### src/design/kfd_pkg.sv
// Shared types and constants of the KISS frame deframer.
// Used by kfd_in_reg, kfd_engine, kiss_frame_deframer and kfd_checker.
package kfd_pkg;

  // Framing characters
  localparam logic [7:0] CH_FEND  = 8'd192;
  localparam logic [7:0] CH_FESC  = 8'd219;
  localparam logic [7:0] CH_TFEND = 8'd220;
  localparam logic [7:0] CH_TFESC = 8'd221;

  // Field widths
  localparam int unsigned REQ_W   = 2;
  localparam int unsigned BYTE_W  = 8;
  localparam int unsigned KIND_W  = 3;
  localparam int unsigned CMD_W   = 4;
  localparam int unsigned MINLEN_W = 10;
  localparam int unsigned TICKS_W = 16;
  localparam int unsigned S_TDATA_W = 8;
  localparam int unsigned M_TDATA_W = 32;
  localparam int unsigned CFG_IDX_W = 1;

  // Configuration register indexes and reset values
  localparam logic [CFG_IDX_W-1:0] CFG_MIN_FRAME_LEN = 1'd0;
  localparam logic [CFG_IDX_W-1:0] CFG_TIMEOUT_TICKS = 1'd1;
  localparam logic [MINLEN_W-1:0]  MIN_FRAME_LEN_RST = 10'd15;
  localparam logic [TICKS_W-1:0]   TIMEOUT_TICKS_RST = 16'd2000;

  // Default frame buffer length
  localparam int unsigned FRAME_BUF_LEN_DEF = 512;

  // Request types
  localparam logic [REQ_W-1:0] REQ_BYTE = 2'd0;
  localparam logic [REQ_W-1:0] REQ_TICK = 2'd1;
  localparam logic [REQ_W-1:0] REQ_ERR  = 2'd2;

  // Result kinds
  localparam logic [KIND_W-1:0] KIND_DATA    = 3'd0;
  localparam logic [KIND_W-1:0] KIND_GOOD    = 3'd1;
  localparam logic [KIND_W-1:0] KIND_SHORT   = 3'd2;
  localparam logic [KIND_W-1:0] KIND_CMD     = 3'd3;
  localparam logic [KIND_W-1:0] KIND_LINE    = 3'd4;
  localparam logic [KIND_W-1:0] KIND_TIMEOUT = 3'd5;

  // One result of the engine
  typedef struct packed {
    logic              valid;
    logic [KIND_W-1:0] kind;
    logic [BYTE_W-1:0] data_byte;
    logic [CMD_W-1:0]  command_code;
    logic [BYTE_W-1:0] first_value;
    logic [BYTE_W-1:0] second_value;
  } kfd_res_t;

endpackage

### src/design/kfd_in_reg.sv
// Input register of the KISS frame deframer: holds one incoming transaction.
// Depends on kfd_pkg.
module kfd_in_reg (
  input  logic                       clk_i,
  input  logic                       rst_ni,
  input  logic                       s_axis_tvalid,
  output logic                       s_axis_tready,
  input  logic [kfd_pkg::S_TDATA_W-1:0] s_axis_tdata,  // rx_byte
  input  logic [kfd_pkg::REQ_W-1:0]  s_axis_tuser,      // req_type
  input  logic                       advance_i,
  output logic                       item_valid_o,
  output logic [kfd_pkg::REQ_W-1:0]  req_type_o,
  output logic [kfd_pkg::BYTE_W-1:0] rx_byte_o
);
  import kfd_pkg::*;

  logic              valid_q, valid_d;
  logic [REQ_W-1:0]  req_q;
  logic [BYTE_W-1:0] byte_q;
  logic              take;

  // Accept when empty or when the held item moves on this cycle
  assign s_axis_tready = !valid_q || advance_i;
  assign take          = s_axis_tvalid && s_axis_tready;

  always_comb begin
    valid_d = valid_q;
    if (take) begin
      valid_d = 1'b1;
    end else if (advance_i) begin
      valid_d = 1'b0;
    end
  end

  always_ff @(posedge clk_i or negedge rst_ni) begin
    if (!rst_ni) begin
      valid_q <= 1'b0;
    end else begin
      valid_q <= valid_d;
    end
  end

  // Capture payload
  always_ff @(posedge clk_i) begin
    if (take) begin
      req_q  <= s_axis_tuser;
      byte_q <= s_axis_tdata[BYTE_W-1:0];
    end
  end

  assign item_valid_o = valid_q;
  assign req_type_o   = req_q;
  assign rx_byte_o    = byte_q;

endmodule

### src/design/kfd_engine.sv
// Deframing state and next-state logic of the KISS frame deframer.
// Depends on kfd_pkg.
module kfd_engine #(
  parameter int unsigned FrameBufLen = kfd_pkg::FRAME_BUF_LEN_DEF
) (
  input  logic                         clk_i,
  input  logic                         rst_ni,
  input  logic                         step_i,
  input  logic [kfd_pkg::REQ_W-1:0]    req_type_i,
  input  logic [kfd_pkg::BYTE_W-1:0]   rx_byte_i,
  input  logic [kfd_pkg::MINLEN_W-1:0] min_frame_len_i,
  input  logic [kfd_pkg::TICKS_W-1:0]  timeout_ticks_i,
  output kfd_pkg::kfd_res_t            res_o
);
  import kfd_pkg::*;

  localparam int unsigned CntW = $clog2(FrameBufLen + 1);
  localparam logic [CntW-1:0] BufFull = CntW'(FrameBufLen);

  localparam logic [1:0] MODE_HUNT  = 2'd0;
  localparam logic [1:0] MODE_CMD   = 2'd1;
  localparam logic [1:0] MODE_DATA  = 2'd2;
  localparam logic [1:0] MODE_TRANS = 2'd3;

  logic [1:0]         mode_q, mode_d;
  logic [CntW-1:0]    cnt_q, cnt_d;
  logic [CMD_W-1:0]   cmd_q, cmd_d;
  logic [BYTE_W-1:0]  first_q, first_d;
  logic [BYTE_W-1:0]  second_q, second_d;
  logic [TICKS_W-1:0] sil_q, sil_d;

  logic [TICKS_W-1:0] sil_inc;
  logic [BYTE_W-1:0]  unesc;
  logic               full;
  logic               long_enough;
  kfd_res_t           res;

  assign sil_inc     = (sil_q == '1) ? sil_q : sil_q + 1'b1;
  assign full        = cnt_q >= BufFull;
  assign long_enough = MINLEN_W'(cnt_q) >= min_frame_len_i;

  // Undo transposed escapes; unknown escapes pass through
  always_comb begin
    unesc = rx_byte_i;
    if (rx_byte_i == CH_TFEND) begin
      unesc = CH_FEND;
    end else if (rx_byte_i == CH_TFESC) begin
      unesc = CH_FESC;
    end
  end

  always_comb begin
    mode_d   = mode_q;
    cnt_d    = cnt_q;
    cmd_d    = cmd_q;
    first_d  = first_q;
    second_d = second_q;
    sil_d    = sil_q;
    res      = '0;

    case (req_type_i)
      REQ_ERR: begin
        mode_d   = MODE_HUNT;
        cnt_d    = '0;
        sil_d    = '0;
        res.valid = 1'b1;
        res.kind  = KIND_LINE;
      end
      REQ_TICK: begin
        // Count silence inside a frame, abort when it lasts too long
        if (mode_q != MODE_HUNT) begin
          sil_d = sil_inc;
          if (sil_inc >= timeout_ticks_i) begin
            mode_d = MODE_HUNT;
            cnt_d  = '0;
            sil_d  = '0;
            if (cnt_q != '0) begin
              res.valid = 1'b1;
              res.kind  = KIND_TIMEOUT;
            end
          end
        end
      end
      REQ_BYTE: begin
        sil_d = '0;
        case (mode_q)
          MODE_HUNT: begin
            if (rx_byte_i == CH_FEND) begin
              mode_d = MODE_CMD;
              cnt_d  = '0;
            end
          end
          MODE_CMD: begin
            if (rx_byte_i != CH_FEND) begin
              if (rx_byte_i[7:4] != 4'h0) begin
                // Other channel: drop the frame
                mode_d = MODE_HUNT;
              end else begin
                cmd_d    = rx_byte_i[3:0];
                cnt_d    = '0;
                first_d  = '0;
                second_d = '0;
                mode_d   = MODE_DATA;
              end
            end
          end
          MODE_TRANS: begin
            mode_d = MODE_DATA;
            // Saturated buffer drops the escaped byte
            if (!full) begin
              if (cnt_q == '0) begin
                first_d = unesc;
              end else if (cnt_q == CntW'(1)) begin
                second_d = unesc;
              end
              cnt_d = cnt_q + 1'b1;
              if (cmd_q == '0) begin
                res.valid     = 1'b1;
                res.kind      = KIND_DATA;
                res.data_byte = unesc;
              end
            end
          end
          default: begin
            if (rx_byte_i == CH_FESC) begin
              mode_d = MODE_TRANS;
            end else if (rx_byte_i == CH_FEND || full) begin
              // Close the frame; a full buffer also drops the rest of it
              if (cmd_q == '0) begin
                res.valid = 1'b1;
                res.kind  = long_enough ? KIND_GOOD : KIND_SHORT;
              end else if (cmd_q <= 4'd6 && cnt_q != '0) begin
                res.valid        = 1'b1;
                res.kind         = KIND_CMD;
                res.command_code = cmd_q;
                res.first_value  = first_q;
                res.second_value = second_q;
              end
              cnt_d    = '0;
              first_d  = '0;
              second_d = '0;
              mode_d   = (rx_byte_i == CH_FEND) ? MODE_CMD : MODE_HUNT;
            end else begin
              if (cnt_q == '0) begin
                first_d = rx_byte_i;
              end else if (cnt_q == CntW'(1)) begin
                second_d = rx_byte_i;
              end
              cnt_d = cnt_q + 1'b1;
              if (cmd_q == '0) begin
                res.valid     = 1'b1;
                res.kind      = KIND_DATA;
                res.data_byte = rx_byte_i;
              end
            end
          end
        endcase
      end
      default: begin
        // Unused request type: no effect
      end
    endcase
  end

  always_ff @(posedge clk_i or negedge rst_ni) begin
    if (!rst_ni) begin
      mode_q   <= MODE_HUNT;
      cnt_q    <= '0;
      cmd_q    <= '0;
      first_q  <= '0;
      second_q <= '0;
      sil_q    <= '0;
    end else if (step_i) begin
      mode_q   <= mode_d;
      cnt_q    <= cnt_d;
      cmd_q    <= cmd_d;
      first_q  <= first_d;
      second_q <= second_d;
      sil_q    <= sil_d;
    end
  end

  assign res_o = res;

endmodule

### src/design/kiss_frame_deframer.sv
// Top level of the KISS frame deframer: config registers, output register.
// Depends on kfd_pkg, kfd_in_reg and kfd_engine.
//
//  channel   dir  tdata                                    tuser
//  s_axis    in   [7:0] rx_byte                            [1:0] req_type
//  m_axis    out  [7:0] data_byte [11:8] command_code      [2:0] kind
//                 [19:12] first_value [27:20] second_value
//  cfg       in   cfg_we_i / cfg_idx_i / cfg_data_i, write only
//
// A result shows on m_axis after its transaction is accepted: the item is
// held in the input register, then passes through the engine into the output
// register once the output register is free to take it.
// One transaction is accepted per cycle; the output register stalls the
// engine only while a result waits for m_axis_tready.
// Reset clears the framing state to hunt and loads the register defaults;
// there is no clearing pass.
module kiss_frame_deframer #(
  parameter int unsigned FrameBufLen = kfd_pkg::FRAME_BUF_LEN_DEF
) (
  input  logic                           clk_i,
  input  logic                           rst_ni,
  input  logic                           s_axis_tvalid,
  output logic                           s_axis_tready,
  input  logic [kfd_pkg::S_TDATA_W-1:0]  s_axis_tdata,  // [7:0] rx_byte
  input  logic [kfd_pkg::REQ_W-1:0]      s_axis_tuser,  // [1:0] req_type
  output logic                           m_axis_tvalid,
  input  logic                           m_axis_tready,
  // [7:0] data_byte, [11:8] command_code, [19:12] first_value,
  // [27:20] second_value, [31:28] zero
  output logic [kfd_pkg::M_TDATA_W-1:0]  m_axis_tdata,
  output logic [kfd_pkg::KIND_W-1:0]     m_axis_tuser,  // [2:0] kind
  input  logic                           cfg_we_i,
  input  logic [kfd_pkg::CFG_IDX_W-1:0]  cfg_idx_i,
  input  logic [kfd_pkg::TICKS_W-1:0]    cfg_data_i
);
  import kfd_pkg::*;

  logic [MINLEN_W-1:0] min_len_q;
  logic [TICKS_W-1:0]  timeout_q;

  logic              item_valid;
  logic [REQ_W-1:0]  req_type;
  logic [BYTE_W-1:0] rx_byte;
  logic              out_free;
  logic              step;
  kfd_res_t          res;

  logic              m_valid_q, m_valid_d;
  logic [KIND_W-1:0] kind_q;
  logic [BYTE_W-1:0] data_q;
  logic [CMD_W-1:0]  cmd_q;
  logic [BYTE_W-1:0] first_q;
  logic [BYTE_W-1:0] second_q;

  // Configuration writes
  always_ff @(posedge clk_i or negedge rst_ni) begin
    if (!rst_ni) begin
      min_len_q <= MIN_FRAME_LEN_RST;
      timeout_q <= TIMEOUT_TICKS_RST;
    end else if (cfg_we_i) begin
      case (cfg_idx_i)
        CFG_MIN_FRAME_LEN: min_len_q <= cfg_data_i[MINLEN_W-1:0];
        CFG_TIMEOUT_TICKS: timeout_q <= cfg_data_i;
        default: begin
        end
      endcase
    end
  end

  // Advance the held item whenever the result register can take a result
  assign out_free = !m_valid_q || m_axis_tready;
  assign step     = item_valid && out_free;

  kfd_in_reg u_in_reg (
    .clk_i        (clk_i),
    .rst_ni       (rst_ni),
    .s_axis_tvalid(s_axis_tvalid),
    .s_axis_tready(s_axis_tready),
    .s_axis_tdata (s_axis_tdata),
    .s_axis_tuser (s_axis_tuser),
    .advance_i    (step),
    .item_valid_o (item_valid),
    .req_type_o   (req_type),
    .rx_byte_o    (rx_byte)
  );

  kfd_engine #(
    .FrameBufLen(FrameBufLen)
  ) u_engine (
    .clk_i          (clk_i),
    .rst_ni         (rst_ni),
    .step_i         (step),
    .req_type_i     (req_type),
    .rx_byte_i      (rx_byte),
    .min_frame_len_i(min_len_q),
    .timeout_ticks_i(timeout_q),
    .res_o          (res)
  );

  // Result register
  always_comb begin
    m_valid_d = m_valid_q;
    if (step) begin
      m_valid_d = res.valid;
    end else if (m_axis_tready) begin
      m_valid_d = 1'b0;
    end
  end

  always_ff @(posedge clk_i or negedge rst_ni) begin
    if (!rst_ni) begin
      m_valid_q <= 1'b0;
    end else begin
      m_valid_q <= m_valid_d;
    end
  end

  always_ff @(posedge clk_i) begin
    if (step && res.valid) begin
      kind_q   <= res.kind;
      data_q   <= res.data_byte;
      cmd_q    <= res.command_code;
      first_q  <= res.first_value;
      second_q <= res.second_value;
    end
  end

  assign m_axis_tvalid = m_valid_q;
  assign m_axis_tuser  = kind_q;
  assign m_axis_tdata  = {4'h0, second_q, first_q, cmd_q, data_q};

endmodule

### config.mk
export PLATFORM = sky130hd
export DESIGN_NAME = kiss_frame_deframer
export DESIGN_NICKNAME = d
export VERILOG_FILES = /design/src/design/kfd_pkg.sv /design/src/design/kfd_in_reg.sv /design/src/design/kfd_engine.sv /design/src/design/kiss_frame_deframer.sv
export SDC_FILE = /design/constraint.sdc
export NUM_CORES = 1
export LEC_CHECK = 0
export BUFFER_PORTS_ARGS = -buffer_cell sky130_fd_sc_hd__buf_2
export CORE_MARGIN = 1.5
export CORE_UTILIZATION = 63
export DETAILED_ROUTE_END_ITERATION = 8
export GPL_TIMING_DRIVEN = 1
export PLACE_DENSITY = 0.84
export SLEW_MARGIN = 20
export SYNTH_ARGS = -nofsm -noshare
export SYNTH_HDL_FRONTEND = slang
export SYNTH_SLANG_ARGS = --single-unit
export TNS_END_PERCENT = 100
### constraint.sdc
create_clock -name clk_i -period 16.66 [get_ports clk_i]
set_input_delay 1.666 -clock clk_i [delete_from_list [all_inputs] [get_ports clk_i]]
set_output_delay 1.666 -clock clk_i [all_outputs]
set_load 0.005 [all_outputs]
# After elaboration in Yosys (flattened, before gate mapping)
# Index checks and enable logic that the tools add are counted.
# W data, S select, Z words.
word_totals:
  out_inout_bits: 37
  in_bits: 32
  reg_bits: 117
  wordCells: 155
op_classes:
  muxes: 65
  addsub: 2
  order_cmp: 4
  n_bitwise: 6
  n_reduce_logical: 34
  n_eq_ne: 27
op_table:
  columns: ["operator", "n"]
  rows:
  - ["$mux W8", 17]
  - ["$mux W10", 8]
  - ["$mux W12", 5]
  - ["$mux W20", 3]
  - ["$pmux W10 S3", 2]
  - ["$mux W16", 3]
  - ["$pmux W8 S3", 2]
  - ["$eq A8 B8 Y1 const B", 4]
  - ["$mux W32", 1]
  - ["$pmux W16 S2", 1]
  - ["$mux W4", 6]
  - ["$pmux W12 S2", 1]
  - ["$reduce_and A9 Y1", 2]
  - ["$add A16 B1 Y16 const B", 1]
  - ["$eq A16 B16 Y1 const B", 1]
  - ["$ge A16 B16 Y1", 1]
  - ["$mux W2", 8]
  - ["$ne A3 B3 Y1 const B", 4]
  - ["$pmux W2 S3", 2]
  - ["$pmux W4 S3", 1]
  - ["$reduce_and A11 Y1", 1]
  - ["$add A10 B1 Y10 const B", 1]
  - ["$eq A10 B1 Y1 const B", 1]
  - ["$ge A10 B10 Y1", 1]
  - ["29 further kinds", 61]

# Logic depth before layout (Yosys ltp)
depth:
  word_depth: 9
  ltp_mapped: 16
  ltp_nobuf: 12

# Modules after synthesis
# Synthesis repeated with hierarchy kept, for this count alone.
hier_totals:
  cells_unflattened: 569
  hier_area_um2: 6183.4
by_module_without_submodules:
  columns: ["module", "cells_per_inst", "area_per_inst_um2", "seq_area_each_um2", "n_inst"]
  rows:
  - ["kfd_engine", 457, 3784.9, 1201.2, 1]
  - ["kiss_frame_deframer", 98, 2044.5, 1619.1, 1]
  - ["kfd_in_reg", 14, 354.1, 325.3, 1]

# Worst setup path after synthesis
# OpenSTA, ideal clock, no wires.
synth_timing:
  path_kind: "reg2reg"
  from: "register u_engine.sil_q[3]"
  to: "register cmd_q[0] (enable)"
  t_required_ns: 16.198
  path_stages_with_launch: 13
  period_less_slack_ns: 5.515
  setup_slack_ns: 11.145
  setup_ns: 0.462
  t_arrival_ns: 5.053
  n_path_buf: 0
  path_cell_list: "dfrtp_1 and3_1 nand2_1 nor4_1 nand3_1 mux2_2 ha_1 and4_1 nand4_1 or4_4 nand3_1 nand3_1 o21ai_0"
synth_between:
  elab_chain_len: 7
  elab_cells_between_ends: 8
  classes_between: "1 x add/sub; 1 x order compare; 1 x eq/ne; 4 x mux; 1 x reduce/logical"
synth_lines:
  columns: ["item", "line", "text"]
  rows:
  - ["from (decl)", "kfd_engine.sv:30", "logic [TICKS_W-1:0] sil_q, sil_d;"]
  - ["from (signal assigned)", "kfd_engine.sv:179", "sil_q <= sil_d;"]
  - ["$add A16 B1 Y16 or $eq A16 B16 Y1 (tied branches)", "kfd_engine.sv:38", "assign sil_inc = (sil_q == '1) ? sil_q : sil_q + 1'b1;"]
  - ["$mux W16 (*)", "kfd_engine.sv:38", null]
  - ["$ge A16 B16 Y1 (*)", "kfd_engine.sv:73", "if (sil_inc >= timeout_ticks_i) begin"]
  - ["$mux W4 (*)", "kfd_engine.sv:73", null]
  - ["$mux W4 (*)", "kfd_engine.sv:71", "if (mode_q != MODE_HUNT) begin"]
  - ["$pmux W4 S3 (*)", "kfd_engine.sv:61", "case (req_type_i)"]
  - ["$logic_and A1 B1 Y1 (*)", "kiss_frame_deframer.sv:119", "if (step && res.valid) begin"]
  - ["to (signal assigned)", "kiss_frame_deframer.sv:122", "cmd_q <= res.command_code;"]
  - ["to (decl)", "kiss_frame_deframer.sv:51", "logic [CMD_W-1:0] cmd_q;"]
# Mark *: on every way between the ends. The rest lies on a longest branch, timed or not.
# A chain may end at the register's enable or synchronous reset.

# Worst setup path in the final report
layout_timing:
  from: "register u_engine.sil_q[0]"
  to: "register u_engine.sil_q[6]"
layout_between:
  elab_chain_len: 6
  elab_cells_between_ends: 7
  classes_between: "1 x add/sub; 1 x order compare; 1 x eq/ne; 4 x mux"
layout_lines:
  columns: ["item", "line"]
  rows:
  - ["$add A16 B1 Y16 or $eq A16 B16 Y1 (tied branches)", "kfd_engine.sv:38"]
  - ["$mux W16 (*)", "kfd_engine.sv:38"]
  - ["$ge A16 B16 Y1", "kfd_engine.sv:73"]
  - ["$mux W16 (*)", "kfd_engine.sv:73"]
  - ["$mux W16 (*)", "kfd_engine.sv:71"]
  - ["$pmux W16 S2 (*)", "kfd_engine.sv:61"]
# Mark *: on every way between the ends. The rest lies on a longest branch, timed or not. The select of a mux whose other input is x is not followed.

==> impl_metrics.csv <==
group,metric,value,unit
status,outcome,"complete, no violations",
clock_tree,cts.sinks,117,
flow_run,cap_violations,0,
detailed_routing,via_per_inst,6.00,
clock_tree,cts.clk_slew.worst_paths,50,ps
placement,post-dp-hpwl,9180,µm
floorplanning,placementRows,35,
final_layout,num_antenna_cells,0,
logic_synthesis,synth-adder-area-share,6.14,%
logic_synthesis,syn_inst,551,
floorplanning,initial_utilization,65.5,%
power_and_ir_drop,pwr-share-clk,44.2,%
power_and_ir_drop,leakagePower,3.22,nW
logic_synthesis,yosys_warnings,0,
critical_path,crit_buf_inv,0,
timing,fmax,243,MHz
grt,grtUsageMet2,43.2,%
detailed_routing,drt_iter0_markers,327,
critical_path,crit_type,"reg2reg",
timing,rsz0062_at_grt,"no",
power_and_ir_drop,power,0.751,mW
critical_path,worstPathCellList,"ha_1, and3_1, and2_1, nor4_1, xor2_1, ha_1, a21o_1, a221o_1, a21oi_1, and4_1, o21ai_0, a31oi_1",
critical_path,cpMostUsedCell,"ha_1",
floorplanning,dieHeight,101,µm
power_and_ir_drop,switchingPower,0.188,mW
floorplanning,ios,69,
detailed_routing,drc,0,
power_and_ir_drop,comb_power_share,10.8,%
detailed_routing,ant_nets,0,
power_and_ir_drop,p_int,0.563,mW
grt,grt_use_met1,35.1,%
timing,fin_skew,5.93,ps
logic_synthesis,synthSimpleGateAreaFrac,17.9,%
logic_synthesis,ys_ff_latch,117,
logic_synthesis,synth-main-ff-cell,"dfrtp_1",
grt,use_met3,8.21,%
grt,grt_usage,27.2,%
logic_synthesis,synth-compound-area-share,11.8,%
final_layout,layout-area-overhead-vs-synth,15.6,%
placement,io_buffers,64,
timing,fin_crit_sh,24.7,%
power_and_ir_drop,p_sw_share,25.0,%
timing,finalCriticalPeriod,4120,ps
power_and_ir_drop,ir_worst_vdd,0.0000703,V
clock_tree,hold_buffers,0,
detailed_routing,dr.pass1.iters,5,
timing,fin_tns_setup,0,ps
critical_path,cp_top_family,"simple AND/OR/NAND/NOR gates",
critical_path,max_stage_delay,800,ps
critical_path,critPathRequiredTime,17100,ps
grt,grt-ovfl-total,0,
logic_synthesis,post_synth_xor_area_fraction,1.43,%
floorplanning,die-area,10300,µm²
clock_tree,cts_root_buffer,"clkbuf_8",
logic_synthesis,synth-edff-count,41,
grt,busiest_layer,"met2",
final_layout,drive_above_1_share,25.4,%
final_layout,nNetsFinal,682,
clock_tree,cts_tree,"yes",
clock_tree,cts_max_path_buffers,2,
detailed_routing,wirelength,13100,µm
critical_path,r2r_slack,12540,ps
clock_tree,postCtsSetupBuffers,0,
logic_synthesis,seq_area_frac_synth,51.5,%
timing,tightest_slew,971,ps
detailed_routing,wl_per_cell,17.2,µm
clock_tree,cts_resized,0,
grt,grt_pass1_wl,21100,µm
timing,setup_viol,0,
critical_path,slowest_stage,"and4_1",
timing,relSlewSlack,35.3,%
critical_path,cp-start-kind,"flip-flop",
timing,hold_viol,0,
timing,drv_slew,0,
detailed_routing,vias,4569,
grt,grt_pass1_vias,4375,
logic_synthesis,synthMuxAreaShare,7.35,%
floorplanning,coreArea,9330,µm²
critical_path,cp.arrival,4560,ps
min_path,hold_path.class,"reg2reg",
grt,antenna_found_initial,0,
logic_synthesis,synthesis.area,6110,µm²
critical_path,end_kind,"flip-flop",
critical_path,worstPathMaxFanout,25,
power_and_ir_drop,powerDensity,106,nW/µm²
grt,grt_max_degree,77,
power_and_ir_drop,p_seq_share,45.0,%
clock_tree,cts_buffers,17,
floorplanning,fp.dieW,101,µm
clock_tree,cts_max_level,4,
clock_tree,clock_latency,520,ps
logic_synthesis,yosysUniqueCellTypes,64,
placement,finalWeightedCongestion,0.984,
logic_synthesis,synth_top_family_by_area,"simple AND/OR/NAND/NOR gates",
logic_synthesis,synth_area_per_cell,11.1,µm²
logic_synthesis,async_reset_ff_share,65.0,%
==> power by group through the flow <==
| stage | combinational (mW) | clock [mW] | sequential (mW) |
|---|---|---|---|
| after floorplan | 0.0578 | 0 | 0.335 |
| after global placement | 0.0754 | 0 | 0.340 |
| after detailed placement | 0.0791 | 0 | 0.342 |
| after CTS | 0.0805 | 0.335 | 0.337 |
| after global routing | 0.0921 | 0.349 | 0.340 |
| final | 0.0813 | 0.332 | 0.338 |
==> synthesized netlist by cell type (all sizes together), types with 7 or more instances <==
| master | n | area [µm²] |
|---|---|---|
| a21oi | 16 | 80.1 |
| a31oi | 12 | 75.1 |
| and2 | 36 | 225 |
| and3 | 14 | 87.6 |
| buf | 10 | 71.3 |
| clkbuf | 10 | 40.0 |
| dfrtp | 66 | 1650 |
| dfstp | 10 | 263 |
| edfxtp | 41 | 1230 |
| ha | 30 | 375 |
| inv | 32 | 120 |
| mux2 | 39 | 439 |
| nand2 | 50 | 190 |
| nand2b | 10 | 62.6 |
| nand3 | 22 | 110 |
| nor2 | 20 | 75.1 |
| nor2b | 7 | 43.8 |
| nor3 | 7 | 40.0 |
| nor4 | 9 | 75.1 |
| o21ai | 27 | 135 |
| o22a | 7 | 61.3 |
==> cell families after synthesis <==
kind of cell    count (synthesis)
other cells                     1
fa+ha+maj                      30
mux                            40
buf+inv                        52
simple gates                  198
xor+xnor                       10
flops                         117
compound gates                103
==> state kept, by name (all words and copies together), names as in the netlist <==
signal,flops
u_in_reg.req_type_o,2
cmd_q,4
second_q,8
m_axis_tvalid,1
u_engine.sil_q,16
u_engine.cnt_q,10
min_len_q,10
u_engine.cmd_q,4
u_engine.mode_q,2
u_engine.first_q,8
u_in_reg.rx_byte_o,8
m_axis_tuser,3
first_q,8
u_engine.second_q,8
timeout_q,16
data_q,8
u_in_reg.item_valid_o,1
==> metal layers <==
metal / vias to the layer above / wire length, µm
li1: 2147 / -
met1: 2200 / 5580
met2: 201 / 6390
met3: 21 / 930
met4: 0 / 227
met5: - / 0
==> worst reg2reg max path, stage by stage, from the launching register on <==
cell,delay (ps)
dfrtp_1,440
ha_1,290
and3_1,190
and2_1,210
nor4_1,520
xor2_1,210
ha_1,260
a21o_1,180
a221o_1,310
a21oi_1,230
and4_1,800
o21ai_0,210
a31oi_1,200
==> metrics by stage <==
stage | std cells | hold WS, ps | util [%] | instance area, µm² | setup slack, ps
6_report | 762 | 495 | 75.7 | 7060 | 12540
5_1_grt | 762 | 508 | 75.7 | 7060 | 12140
4_1_cts | 762 | 497 | 75.7 | 7060 | 12570
3_5_place_dp | 730 | 485 | 69.9 | 6520 | 12650
3_3_place_gp | 730 | 480 | 69.9 | 6520 | 12750
2_1_floorplan | 555 | 471 | - | 6130 | 11140
==> layout make-up <==
cell class / count / area, µm²
inverters: 32 / 120
repair buffers: 66 / 335
multi-input cells: 386 / 2760
fillers: 614 / 2260
clock buffers: 23 / 467
flip-flops and latches: 117 / 3150
well taps: 129 / 161
clock inverters: 9 / 77.6
==> layout by cell type, fill, tap and decap left out, types with 6 or more instances in the layout <==
cell type / n
a31oi_1: 12
and2_1: 36
o21ai_0: 26
inv_1: 32
dfrtp_1: 66
nand2b_1: 10
nor4_1: 6
nand4_1: 6
edfxtp_1: 41
nand3_1: 22
clkbuf_16: 16
nand2_1: 49
xnor2_1: 6
o22a_1: 7
a22o_1: 6
nor2b_1: 6
nor2_1: 20
dfstp_2: 10
a21oi_1: 16
mux2_2: 39
buf_2: 64
and3_1: 14
nor3_1: 6
ha_1: 30
==> final timing paths <==
kind                                                    endpoint  cells past startpoint                              from
worst max-delay path               u_engine.sil_q[6]$_DFFE_PN0P_                     12     u_engine.sil_q[0]$_DFFE_PN0P_
worst min-delay path            u_engine.second_q[6]$_DFFE_PN0P_                      1  u_engine.second_q[6]$_DFFE_PN0P_
worst max register to register     u_engine.sil_q[6]$_DFFE_PN0P_                     12     u_engine.sil_q[0]$_DFFE_PN0P_
worst min register to register  u_engine.second_q[6]$_DFFE_PN0P_                      1  u_engine.second_q[6]$_DFFE_PN0P_
max in group asynchronous          u_engine.sil_q[3]$_DFFE_PN0P_                      2                            rst_ni
min in group asynchronous         u_engine.sil_q[10]$_DFFE_PN0P_                      2                            rst_ni
No activity file was read; power rests on OpenSTA's default activity.
